$ cat src/sv/spb2_pkg.sv
`timescale 1ns / 1ps
`default_nettype none

package spb2_pkg;

    // Screen size in pixels, 4..256 columns and 1..256 rows
    localparam logic [8:0] SCREEN_W = 9'd128;
    localparam logic [8:0] SCREEN_H = 9'd128;

    // Item kinds carried on the input tuser bit
    localparam logic OP_ATTR = 1'b0;
    localparam logic OP_DATA = 1'b1;

    // Stream widths (tdata padded to whole bytes)
    localparam int IN_TDATA_W  = 80;
    localparam int OUT_TDATA_W = 120;

    // Input tdata field positions
    localparam int IN_ACTIVE_LSB = 0;
    localparam int IN_MIRX_LSB   = 1;
    localparam int IN_MIRY_LSB   = 2;
    localparam int IN_KEY_LSB    = 3;
    localparam int IN_POSX_LSB   = 4;
    localparam int IN_POSY_LSB   = 12;
    localparam int IN_WIDTH_LSB  = 20;
    localparam int IN_HEIGHT_LSB = 28;
    localparam int IN_PAL_LSB    = 36;
    localparam int IN_PIX_LSB    = 68;

    // Palette slot that becomes transparent in key mode
    localparam logic [1:0] KEY_SLOT = 2'd3;

    // RGB332 to RGB888: R,G scaled by 36 (x<<5 + x<<2), B by 85 (bit repeat)
    function automatic logic [23:0] expand332(input logic [7:0] c);
        logic [7:0] r;
        logic [7:0] g;
        logic [7:0] b;
        r = {c[7:5], 5'b00000} + {3'b000, c[7:5], 2'b00};
        g = {c[4:2], 5'b00000} + {3'b000, c[4:2], 2'b00};
        b = {c[1:0], c[1:0], c[1:0], c[1:0]};
        return {r, g, b};
    endfunction

    // Pick one byte of the four-entry palette
    function automatic logic [7:0] pal_pick(input logic [31:0] pal, input logic [1:0] slot);
        logic [7:0] col;
        case (slot)
            2'd0:    col = pal[7:0];
            2'd1:    col = pal[15:8];
            2'd2:    col = pal[23:16];
            default: col = pal[31:24];
        endcase
        return col;
    endfunction

endpackage

`default_nettype wire

$ cat src/sv/sprite_blitter_2bpp.sv
`timescale 1ns / 1ps
`default_nettype none

// Channel   Dir  Signals                      Contents
// s_axis    in   tvalid/tready/tdata/tuser    tuser = kind (attr / data byte),
//                                             tdata = sprite attributes + pixel byte
// m_axis    out  tvalid/tready/tdata/tlast    tdata = position, 4 colors, write mask,
//                                             tlast = last byte of the sprite
//
// One item per cycle while the output is taken; a result is registered and appears in the cycle after its data byte.
// The only storage is the sprite attribute/counter set and one output register.
// Reset (i_rst_n low, synchronous) drops any live sprite and empties the output.
// Input stalls only while the output register holds a result that is not taken.

module sprite_blitter_2bpp (
    input  wire logic                               i_clk,
    input  wire logic                               i_rst_n,
    input  wire logic                               i_s_axis_tvalid,
    output logic                                    o_s_axis_tready,
    // tdata: spr_active, mirror_x, mirror_y, key_mode, pos_x[8], pos_y[8],
    //        spr_width[8], spr_height[8], palette_word[32], pixel_byte[8], pad[4]
    input  wire logic [spb2_pkg::IN_TDATA_W-1:0]    i_s_axis_tdata,
    // tuser: opcode
    input  wire logic                               i_s_axis_tuser,
    output logic                                    o_m_axis_tvalid,
    input  wire logic                               i_m_axis_tready,
    // tdata: dest_x[8], dest_y[8], rgb_a[24], rgb_b[24], rgb_c[24], rgb_d[24],
    //        write_mask[4], pad[4]
    output logic [spb2_pkg::OUT_TDATA_W-1:0]        o_m_axis_tdata,
    // tlast: sprite_done
    output logic                                    o_m_axis_tlast
);

    // Sprite state
    logic        r_live;
    logic        r_flip_h;
    logic        r_flip_v;
    logic        r_key;
    logic [7:0]  r_org_x;
    logic [7:0]  r_org_y;
    logic [7:0]  r_rows;
    logic [5:0]  r_bpr;
    logic [31:0] r_pal;
    logic [7:0]  r_row;
    logic [5:0]  r_col;

    // Output register
    logic        r_out_valid;
    logic [7:0]  r_dest_x;
    logic [7:0]  r_dest_y;
    logic [23:0] r_rgb [4];
    logic [3:0]  r_mask;
    logic        r_done;

    // Input field views
    logic        in_active;
    logic        in_mir_x;
    logic        in_mir_y;
    logic        in_key;
    logic [7:0]  in_pos_x;
    logic [7:0]  in_pos_y;
    logic [7:0]  in_width;
    logic [7:0]  in_height;
    logic [31:0] in_pal;
    logic [7:0]  in_pix;

    assign in_active = i_s_axis_tdata[spb2_pkg::IN_ACTIVE_LSB];
    assign in_mir_x  = i_s_axis_tdata[spb2_pkg::IN_MIRX_LSB];
    assign in_mir_y  = i_s_axis_tdata[spb2_pkg::IN_MIRY_LSB];
    assign in_key    = i_s_axis_tdata[spb2_pkg::IN_KEY_LSB];
    assign in_pos_x  = i_s_axis_tdata[spb2_pkg::IN_POSX_LSB +: 8];
    assign in_pos_y  = i_s_axis_tdata[spb2_pkg::IN_POSY_LSB +: 8];
    assign in_width  = i_s_axis_tdata[spb2_pkg::IN_WIDTH_LSB +: 8];
    assign in_height = i_s_axis_tdata[spb2_pkg::IN_HEIGHT_LSB +: 8];
    assign in_pal    = i_s_axis_tdata[spb2_pkg::IN_PAL_LSB +: 32];
    assign in_pix    = i_s_axis_tdata[spb2_pkg::IN_PIX_LSB +: 8];

    // Handshake: take a new item whenever the output slot is free or draining
    logic in_xfer;
    logic is_attr;
    logic is_data;
    logic emit;

    assign o_s_axis_tready = !r_out_valid || i_m_axis_tready;
    assign in_xfer = i_s_axis_tvalid && o_s_axis_tready;
    assign is_attr = in_xfer && (i_s_axis_tuser == spb2_pkg::OP_ATTR);
    assign is_data = in_xfer && (i_s_axis_tuser == spb2_pkg::OP_DATA);
    assign emit    = is_data && r_live;

    // Attribute check: sprite must fit on screen and hold a whole byte
    logic [8:0] sum_x;
    logic [8:0] sum_y;
    logic [5:0] new_bpr;
    logic       new_live;

    assign sum_x    = {1'b0, in_pos_x} + {1'b0, in_width};
    assign sum_y    = {1'b0, in_pos_y} + {1'b0, in_height};
    assign new_bpr  = in_width[7:2];
    assign new_live = in_active && (sum_x <= spb2_pkg::SCREEN_W)
                      && (sum_y <= spb2_pkg::SCREEN_H)
                      && (new_bpr != 6'd0) && (in_height != 8'd0);

    // Destination and end-of-row / end-of-sprite detection
    logic [5:0] dcol;
    logic [7:0] drow;
    logic       col_end;
    logic       row_end;
    logic       last;
    logic [7:0] pix;

    assign dcol    = r_flip_h ? (r_bpr - 6'd1 - r_col) : r_col;
    assign drow    = r_flip_v ? (r_rows - 8'd1 - r_row) : r_row;
    assign col_end = ({1'b0, r_col} + 7'd1) >= {1'b0, r_bpr};
    assign row_end = ({1'b0, r_row} + 9'd1) >= {1'b0, r_rows};
    assign last    = col_end && row_end;
    assign pix     = r_flip_h ? {in_pix[1:0], in_pix[3:2], in_pix[5:4], in_pix[7:6]}
                              : in_pix;

    // Palette lookups and write mask, four lanes
    logic [23:0] n_rgb  [4];
    logic [3:0]  n_mask;

    always_comb begin
        for (int k = 0; k < 4; k++) begin
            n_rgb[k]  = spb2_pkg::expand332(spb2_pkg::pal_pick(r_pal, pix[7-2*k -: 2]));
            n_mask[k] = !(r_key && (pix[7-2*k -: 2] == spb2_pkg::KEY_SLOT));
        end
    end

    // Sprite attributes and counters
    always_ff @(posedge i_clk) begin
        if (!i_rst_n) begin
            r_live   <= 1'b0;
            r_flip_h <= 1'b0;
            r_flip_v <= 1'b0;
            r_key    <= 1'b0;
            r_org_x  <= '0;
            r_org_y  <= '0;
            r_rows   <= '0;
            r_bpr    <= '0;
            r_pal    <= '0;
            r_row    <= '0;
            r_col    <= '0;
        end else if (is_attr) begin
            r_live   <= new_live;
            r_flip_h <= in_mir_x;
            r_flip_v <= in_mir_y;
            r_key    <= in_key;
            r_org_x  <= in_pos_x;
            r_org_y  <= in_pos_y;
            r_rows   <= in_height;
            r_bpr    <= new_bpr;
            r_pal    <= in_pal;
            r_row    <= '0;
            r_col    <= '0;
        end else if (emit) begin
            if (last) begin
                r_live <= 1'b0;
                r_row  <= '0;
                r_col  <= '0;
            end else if (col_end) begin
                r_col <= '0;
                r_row <= r_row + 8'd1;
            end else begin
                r_col <= r_col + 6'd1;
            end
        end
    end

    // Output valid
    always_ff @(posedge i_clk) begin
        if (!i_rst_n) begin
            r_out_valid <= 1'b0;
        end else if (emit) begin
            r_out_valid <= 1'b1;
        end else if (i_m_axis_tready) begin
            r_out_valid <= 1'b0;
        end
    end

    // Output payload
    always_ff @(posedge i_clk) begin
        if (emit) begin
            r_dest_x <= r_org_x + {dcol, 2'b00};
            r_dest_y <= r_org_y + drow;
            r_rgb    <= n_rgb;
            r_mask   <= n_mask;
            r_done   <= last;
        end
    end

    assign o_m_axis_tvalid = r_out_valid;
    assign o_m_axis_tlast  = r_done;
    assign o_m_axis_tdata  = {4'b0000, r_mask, r_rgb[3], r_rgb[2], r_rgb[1], r_rgb[0],
                              r_dest_y, r_dest_x};

    // Checks
    a_reset_empty: assert property (@(posedge i_clk)
        !i_rst_n |=> !o_m_axis_tvalid)
        else $error("output valid after reset");

    a_drop_not_live: assert property (@(posedge i_clk) disable iff (!i_rst_n)
        (is_data && !r_live && i_m_axis_tready) |=> !o_m_axis_tvalid)
        else $error("result produced for a dropped byte");

    a_attr_restart: assert property (@(posedge i_clk) disable iff (!i_rst_n)
        is_attr |=> (r_row == 8'd0) && (r_col == 6'd0))
        else $error("counters not restarted by attribute load");

    a_last_ends: assert property (@(posedge i_clk) disable iff (!i_rst_n)
        (emit && last) |=> !r_live && o_m_axis_tlast)
        else $error("sprite still live after its last byte");

    a_count_range: assert property (@(posedge i_clk) disable iff (!i_rst_n)
        r_live |-> (r_col < r_bpr) && (r_row < r_rows))
        else $error("counter beyond sprite size");

endmodule

`default_nettype wire
$ cat config.mk
export PLATFORM = sky130hd
export DESIGN_NAME = sprite_blitter_2bpp
export DESIGN_NICKNAME = d
export VERILOG_FILES = /design/src/sv/spb2_pkg.sv /design/src/sv/sprite_blitter_2bpp.sv
export SDC_FILE = /design/constraint.sdc
export NUM_CORES = 1
export LEC_CHECK = 0
export BUFFER_PORTS_ARGS = -buffer_cell sky130_fd_sc_hd__buf_4
export CELL_PAD_IN_SITES_DETAIL_PLACEMENT = 0
export CELL_PAD_IN_SITES_GLOBAL_PLACEMENT = 1
export CORE_MARGIN = 2
export CORE_UTILIZATION = 30
export DETAILED_ROUTE_END_ITERATION = 6
export PLACE_DENSITY = 0.61
export SYNTH_ARGS = -nofsm -noshare
export SYNTH_HDL_FRONTEND = slang
export SYNTH_SLANG_ARGS = --single-unit
$ cat constraint.sdc
create_clock -name i_clk -period 6.9 [get_ports i_clk]
set_input_delay 1.38 -clock i_clk [delete_from_list [all_inputs] [get_ports i_clk]]
set_output_delay 1.38 -clock i_clk [all_outputs]
set_load 0.02 [all_outputs]
# Word level (Yosys, flattened, before mapping)

Index checks and enable logic that the tools add are counted.

Word-level logic and storage cells: 106
Register bits after elaboration: 198
Output and inout port bits: 123
Bits of input ports: 85

Bitwise operators: 2
Eq/ne operators: 12
$lt $le $gt $ge: 4
Reduce and logical (&&, ||, !) cells: 32
Add/sub/neg operators: 20
Muxes and demuxes: 16

Operator list:

| kind                  | count |
|---|---|
| $pmux W8 S3           | 4 |
| $add A8 B5 Y8         | 8 |
| $mux W8               | 4 |
| $add A8 B8 Y9         | 2 |
| $le A9 B8 Y1 const B  | 2 |
| $mux W6               | 3 |
| $add A8 B8 Y8         | 2 |
| $eq A2 B2 Y1 const B  | 8 |
| $logic_and A1 B1 Y1   | 13 |
| $add A8 B1 Y9 const B | 1 |
| $ge A9 B8 Y1          | 1 |
| $add A8 B1 Y8 const B | 1 |
| $eq A2 B1 Y1 const B  | 4 |
| $logic_not A2 Y1      | 4 |
| $reduce_bool A2 Y1    | 4 |
| $reduce_bool A8 Y1    | 1 |
| $sub A8 B1 Y8 const B | 1 |
| $sub A8 B8 Y8         | 1 |
| $add A6 B1 Y7 const B | 1 |
| $ge A7 B6 Y1          | 1 |
| $add A6 B1 Y6 const B | 1 |
| $reduce_bool A6 Y1    | 1 |
| $sub A6 B1 Y6 const B | 1 |
| $sub A6 B6 Y6         | 1 |
| other kinds (6)       | 16 |

# Depth between registers and ports, before layout

Gate-level depths: netlist of the first run.

Depth after elaboration: 7
Depth in mapped cells: 17
Depth with buffers taken out: 17

# Worst setup path after synthesis of the first run

Ideal clock, no wire load.

Path kind: input-to-reg
From: in i_m_axis_tready
To: reg r_row[6]
Stages: 6
Arrival time: 3.193 ns
Path buffers: 0
Required time: 6.783 ns
Setup time: 0.117 ns
Slack: 3.590 ns
Path through: nand2b_2 nand4_1 inv_2 o21a_1 o21ai_0 a32o_1

Word-level cells in the longest chain between the ends: 5
Elaborated cells between the ends (all ways): 7
Those cells by class: 7 x reduce/logical

Ends and longest elaborated chain:

| what                        | line                       | RTL |
|---|---|---|
| start: declaration          | sprite_blitter_2bpp.sv:26  | `input wire logic i_m_axis_tready,` |
| $logic_or A1 B1 Y1          | sprite_blitter_2bpp.sv:84  | `assign o_s_axis_tready = !r_out_valid \|\| i_m_axis_tready;` |
| $logic_and A1 B1 Y1         | sprite_blitter_2bpp.sv:85  | `assign in_xfer = i_s_axis_tvalid && o_s_axis_tready;` |
| $logic_and A1 B1 Y1         | sprite_blitter_2bpp.sv:87  | `assign is_data = in_xfer && (i_s_axis_tuser == spb2_pkg::OP_DATA);` |
| $logic_and A1 B1 Y1         | sprite_blitter_2bpp.sv:88  | `assign emit = is_data && r_live;` |
| net emit                    | sprite_blitter_2bpp.sv:82  | `logic emit;` |
| $reduce_and A2 Y1 (no line) | -                          |  |
| end signal: assignment      | sprite_blitter_2bpp.sv:163 | `r_row <= r_row + 8'd1;` |
| end: declaration            | sprite_blitter_2bpp.sv:44  | `logic [7:0] r_row;` |

The timed path passes the listed nets, and every way through them passes these cells.
A chain may end at the register's enable or synchronous reset.

# Worst setup path after layout of the first run

From: in i_m_axis_tready
To: reg r_row[1]

Word-level cells in the longest chain between the ends: 5
Elaborated cells between the ends (all ways): 7
Those cells by class: 7 x reduce/logical

Ends and longest elaborated chain:

| what                        | line |
|---|---|
| $logic_or A1 B1 Y1 (*)      | sprite_blitter_2bpp.sv:84 |
| $logic_and A1 B1 Y1 (*)     | sprite_blitter_2bpp.sv:85 |
| $logic_and A1 B1 Y1         | sprite_blitter_2bpp.sv:87 |
| $logic_and A1 B1 Y1         | sprite_blitter_2bpp.sv:88 |
| $reduce_and A2 Y1 (no line) | - |

Mark *: on every way between the ends. The rest lies on a longest branch, timed or not.

==> reports/metrics.yaml, run 1 <==
outcome: "finished clean"
r2r_start: "r_row[1]$_SDFFE_PP0P_"
worst_path_largest_cell_delay_ns: 0.68
worst_pin_slew_ns: 1.069
drv_slew: 0
ant_nets: 0
tns_ns: 0
rsz0062_at_grt: "no"
yosys-top-cells-count: "165 x nand2_1, 81 x dfxtp_1, 68 x buf_4, 66 x a21boi_0, 56 x ha_1"
synth_flop_cell: "dfxtp_1"
crit_required_ns: 7.26
netlist_instances: 823
cts_tree: "yes"
portBuffers: 183
synth_edf_count: 53
end_kind: "register"
rr_worst_depth: 12
clock_path_buffers: 2
drt_wl_total_um: 21620
h-tree-depth: 4
regToRegSetupSlack_ns: 3.72
skew_ns: 0.01414
fin_area_mm2: 0.01016
crit_family: "simple AND/OR/NAND/NOR gates"
cts_hold_buf: 0
irDropWorstVdd_v: 0.0001232
drt_pass1_iterations: 4
yosysSeqAreaShare_pct: 38.91
viasPerCell: 4.753
startpoint_type: "input pin"
worstSetupStartpoint: "i_m_axis_tready"
fmax_mhz: 294.0
initial_core_util_pct: 30.56
cts_setup_buffers: 0
layout.nets: 1100
die_area_mm2: 0.02887
cts_sinks: 134
endpoint: "r_row[1]$_SDFFE_PP0P_"
die_w_um: 169.9
clk_transition_reported_paths_ns: 0.07
path_buf_inv: 2
cts_buffers: 17
cts_resized: 0
arrival_ns: 3.76
synth_cell_types: 60
drtIter0Drc: 352
relSlewSlack_pct: 28.61
synth_seq_cells: 134
synth_warnings: 0
io_pins: 208
grt_pass1_vias: 6159
dpl_cell_area_mm2: 0.009534
core.rowCount: 60
insertion_delay_ns: 0.41
fp.dieH_um: 169.9
grt_pass1_wl_um: 33670
synthArstFlopShare_pct: 0
post-dp-hpwl_um: 15640
drc: 0
min_period_over_period_pct: 49.29
path_cells: "buf_4 > nand2b_2 > nand2_1 > or2_2 > buf_4 > nand2_1 > nor2_1 > a32o_1"
grt_max_degree: 70
worst-path-stages: 8
vias: 6212
place.gp.congestion: 0.8373
area_growth_pct: 23.05
overflow: 0
synth_area_per_cell_um2: 10.03
power.density_mw_per_mm2: 210.8
leakagePower_nw: 4.197
core_mm2: 0.02703
drive_gt1_share_pct: 28.16
fin_crit_ns: 3.401
synth_area_leaders: "dfxtp_1 20%, edfxtp_1 19%, mux4_2 8.7%"
setup_viol: 0
wire_per_inst_um: 16.54
r2r_end: "r_dest_y[7]$_DFFE_PP_"
antenna_found_initial: 0
hold_violations: 0
n_antenna_cell: 0
synth_area_mm2: 0.008258
cts-root-buf: "clkbuf_16"
hp-class: "reg2reg"
yosysMostFrequentCell: "nand2_1"
yosysTopAreaCellShare_pct: 19.64
worstSetupPathType: "in2reg"
drv_cap: 0
synth_top_area_cell: "dfxtp_1"
critPathMaxFanout: 35
critPathSlowestCell: "or2_2"
power_mw: 2.142
grt_usage_pct: 15.19
## stage by stage
stage	hold slack, ns	util [%]	worst slack, ns	instances
global placement	0.4165	35.28	3.013	1275
detailed placement	0.4247	35.28	2.974	1275
global route	0.4550	37.60	3.253	1307
floorplan	0.4081	-	3.590	842
CTS	0.4350	37.60	3.418	1307
finish	0.4333	37.60	3.499	1307
## worst min path at each step
stage / from / to / slack, ns / depth (start not counted)
floorplan: r_org_x[0]$_SDFFE_PN0P_ / r_dest_x[0]$_DFFE_PP_ / 0.41 / 0
detailed placement: r_org_x[1]$_SDFFE_PN0P_ / r_dest_x[1]$_DFFE_PP_ / 0.42 / 0
global placement: r_org_x[0]$_SDFFE_PN0P_ / r_dest_x[0]$_DFFE_PP_ / 0.42 / 0
CTS: r_org_x[0]$_SDFFE_PN0P_ / r_dest_x[0]$_DFFE_PP_ / 0.44 / 0
global route: r_org_x[0]$_SDFFE_PN0P_ / r_dest_x[0]$_DFFE_PP_ / 0.45 / 0
finish: r_org_x[0]$_SDFFE_PN0P_ / r_dest_x[0]$_DFFE_PP_ / 0.43 / 0
## layout make-up
cell class | count | area (um2)
Sequential cell | 134 | 3213
Clock inverter | 14 | 197.7
Fill cell | 2758 | 16860
Multi-Input combinational cell | 578 | 4363
Timing Repair Buffer | 186 | 1396
Inverter | 36 | 135.1
Clock buffer | 18 | 429.2
Tap cell | 341 | 426.7
## routing by layer
layer / share of wire (%) / GRT usage [%] / routed length (um) / vias up
met5: 0 / 0 / 0 / -
met2: 47 / 25.31 / 10130 / 205
met1: 47 / 20.44 / 10160 / 2928
li1: - / - / - / 3066
met4: 1.2 / 4.682 / 264 / 0
met3: 4.9 / 2.163 / 1066 / 13
## state kept, by name, summed over array words and instances, names as in the netlist
signal           cells
r_live               1
r_rows               8
r_mask               4
r_key                1
r_org_x              8
r_row                8
r_dest_y             8
r_flip_v             1
r_pal               32
r_org_y              8
o_m_axis_tlast       1
r_bpr                6
r_flip_h             1
r_col                6
r_dest_x             8
o_m_axis_tvalid      1
o_m_axis_tdata      32
## placed cells by master (no fill, tap or decap), types with 5 or more instances in the layout
cell type and count:
xnor2_1 35, buf_4 186, nor2_1 33, inv_1 34, o21ai_1 9, o21ai_0 13, fa_1 6, conb_1 20
nor3_1 9, dfxtp_1 81, nor4_1 5, edfxtp_1 53, nand3_1 12, a21o_1 9, a21boi_0 66, xor2_1 11
nand2_1 165, ha_1 56, a21oi_1 30, mux4_2 32, clkbuf_16 17
## cell families (layout without fill, tap and decap cells)
family	count (synthesis)	after routing	synth area share, %
and+or+nand+nor	248	248	12.61
AOI/OAI and AO/OA	161	161	13.80
DFF	134	134	38.91
buffers and inverters	130	254	9.212
adders and majority gates	62	62	9.939
xor gates and xnor gates	46	46	4.879
muxes	41	41	10.61
other	1	20	0.04541
## worst register-to-register path, stage by stage, from the launching register on
cell and delay (ns):
dfxtp_1 0.45, inv_1 0.08, ha_1 0.28, a21o_1 0.19, a21oi_1 0.23, o21ai_1 0.15
or3_1 0.32, nand3_1 0.08, o21ai_0 0.17, ha_1 0.29, o41ai_2 0.42, xnor2_1 0.18
xnor2_1 0.09
## where the power goes
group | switching, mW | total (mW) | internal, mW
Sequential | 0.0200 | 0.862 | 0.842
Clock | 0.384 | 0.995 | 0.611
Combinational | 0.151 | 0.285 | 0.134
Total | 0.555 | 2.14 | 1.59
(Power assumes the default switching activity.)
==> run 2, diff against run 1 <==
Clock period 6.9 ns to 3.5 ns, I/O delays scaled along.
==> reports/metrics.yaml, run 2 (synthesis gave the netlist of run 1 again) <==
setup_viol: 0  # unchanged
min_period_over_period_pct: 87.20
die_area_mm2: 0.02887  # unchanged
overflow: 0  # unchanged
grt_max_degree: 40  # was 70
wire_per_inst_um: 16.27  # was 16.54 um
rsz0062_at_grt: "no"  # unchanged
hold_violations: 0  # unchanged
layout.nets: 1106  # was 1,100
end_kind: "register"  # unchanged
cts_hold_buf: 0  # unchanged
die_w_um: 169.9  # unchanged
crit_top_cell: "inv_1"
portBuffers: 183  # unchanged
h-tree-depth: 4  # unchanged
drv_cap: 0  # unchanged
fmax_mhz: 327.7
critPathSlowestCell: "dfxtp_1"  # was or2_2
vias: 6189  # was 6,212
power.density_mw_per_mm2: 402.7  # was 210.8 mW/mm2
ant_nets: 0  # unchanged
io_pins: 208  # unchanged
cts-root-buf: "clkbuf_16"  # unchanged
irDropWorstVdd_v: 0.0002509  # was 0.0001232 V
crit_required_ns: 3.66  # was 7.26 ns
clk_transition_reported_paths_ns: 0.06  # was 0.07 ns
place.gp.congestion: 0.8251  # was 0.8373
rr_worst_depth: 17  # was 12
path_cells: "inv_1 > ha_1 > inv_1 > fa_1 > inv_1 > a21o_1 > a21oi_1 > o21bai_1 > a21oi_1 > xor2_1 > mux2i_1 > ha_1 > nor2_1 > nor2_1 > o41ai_2 > xnor2_1 > xnor2_1"  # was buf_4 > nand2b_2 > nand2_1 > or2_2 > buf_4 > nand2_1 > nor2_1 > a32o_1
area_growth_pct: 23.29  # was 23.05%
worst_path_largest_cell_delay_ns: 0.39  # was 0.68 ns
worstSetupPathType: "reg2reg"  # was in2reg
grt_pass1_vias: 6224  # was 6,159
drv_slew: 0  # unchanged
worst_pin_slew_ns: 0.8948  # was 1.069 ns
drc: 0  # unchanged
drtIter0Drc: 242  # was 352
drt_pass1_iterations: 4  # unchanged
cts_buffers: 17  # unchanged
hp-class: "reg2reg"  # unchanged
drt_wl_total_um: 21360  # was 21,620 um
core.rowCount: 60  # unchanged
fp.dieH_um: 169.9  # unchanged
grt_usage_pct: 15.05  # was 15.19%
dpl_cell_area_mm2: 0.009592  # was 0.009534 mm2
arrival_ns: 3.21  # was 3.76 ns
final_cell_mix: "191 x buf_4, 165 x nand2_1, 81 x dfxtp_1"  # was 186 x buf_4, 165 x nand2_1, 81 x dfxtp_1
clock_path_buffers: 2  # unchanged
startpoint_type: "register"  # was input pin
skew_ns: 0.009110  # was 0.01414 ns
leakagePower_nw: 4.202  # was 4.197 nW
relSlewSlack_pct: 39.17  # was 28.61%
cts_tree: "yes"  # unchanged
cts_sinks: 134  # unchanged
cts_setup_buffers: 0  # unchanged
insertion_delay_ns: 0.41  # about the same
drive_gt1_share_pct: 28.50  # was 28.16%
initial_core_util_pct: 30.56  # unchanged
fin_crit_ns: 3.052
antenna_found_initial: 0  # unchanged
path_buf_inv: 3  # was 2
power_mw: 4.100  # was 2.142 mW
critPathMaxFanout: 4  # was 35
tns_ns: 0  # unchanged
n_antenna_cell: 0  # unchanged
core_mm2: 0.02703  # unchanged
outcome: "finished clean"  # unchanged
viasPerCell: 4.714  # was 4.753
fin_area_mm2: 0.01018  # was 0.01016 mm2
worst-path-stages: 17  # was 8
whs_path_depth: 0  # unchanged
cts_resized: 0  # unchanged
crit_family: "adder cells"  # was simple AND/OR/NAND/NOR gates
final_common_cell: "buf_4"  # unchanged
grt_pass1_wl_um: 33470  # was 33,670 um
post-dp-hpwl_um: 15840  # was 15,640 um
finish.utilization_pct: 37.67  # was 37.60%
[run 2: cell count changes in the layout (fill, tap and decap cells not counted)]
cell	previous run	this run
clkinvlp_4	2	4
clkinv_2	2	0
buf_4	186	191
clkbuf_8	0	1
bufinv_16	4	2
clkinv_1	0	1
buf_12	0	1
[run 2: path summary, 6_finish.rpt]
check	from	to	slack, ns
max reg2reg	r_row[0]$_SDFFE_PP0P_	r_dest_y[7]$_DFFE_PP_	0.45
min	r_org_x[0]$_SDFFE_PN0P_	r_dest_x[0]$_DFFE_PP_	0.43
max	r_row[0]$_SDFFE_PP0P_	r_dest_y[7]$_DFFE_PP_	0.45
min reg2reg	r_org_x[0]$_SDFFE_PN0P_	r_dest_x[0]$_DFFE_PP_	0.43
[run 2: report_power, final]
part,switching (mW),total [mW],internal (mW)
clock,0.759,1.84,1.08
combinational,0.297,0.564,0.267
sequential,0.0369,1.70,1.66
total,1.09,4.10,3.01
[run 2: through the flow]
step | worst slack [ns] | hold slack (ns) | instances
after detailed placement | 0.4267 | 0.4287 | 1281
after global routing | 0.1358 | 0.4534 | 1313
final | 0.4480 | 0.4318 | 1313
after global placement | 0.4481 | 0.4111 | 1281
after CTS | 0.4013 | 0.4329 | 1313
after floorplan | 0.7303 | 0.4081 | 842
[run 2: final cells by class]
class	instances	area (um2)
clock buffer	19	442.9
clock inverter	13	146.4
fill	2735	16840
inverter	36	135.1
multi-input combinational	578	4363
sequential	134	3213
tap	341	426.7
timing repair buffer	192	1454
[run 2: metal layers]
metal / wire (um) / track usage (%)
met1: 9938 / 19.19
met2: 9993 / 25.87
met3: 1048 / 2.558
met4: 384 / 4.980
met5: 0 / 0
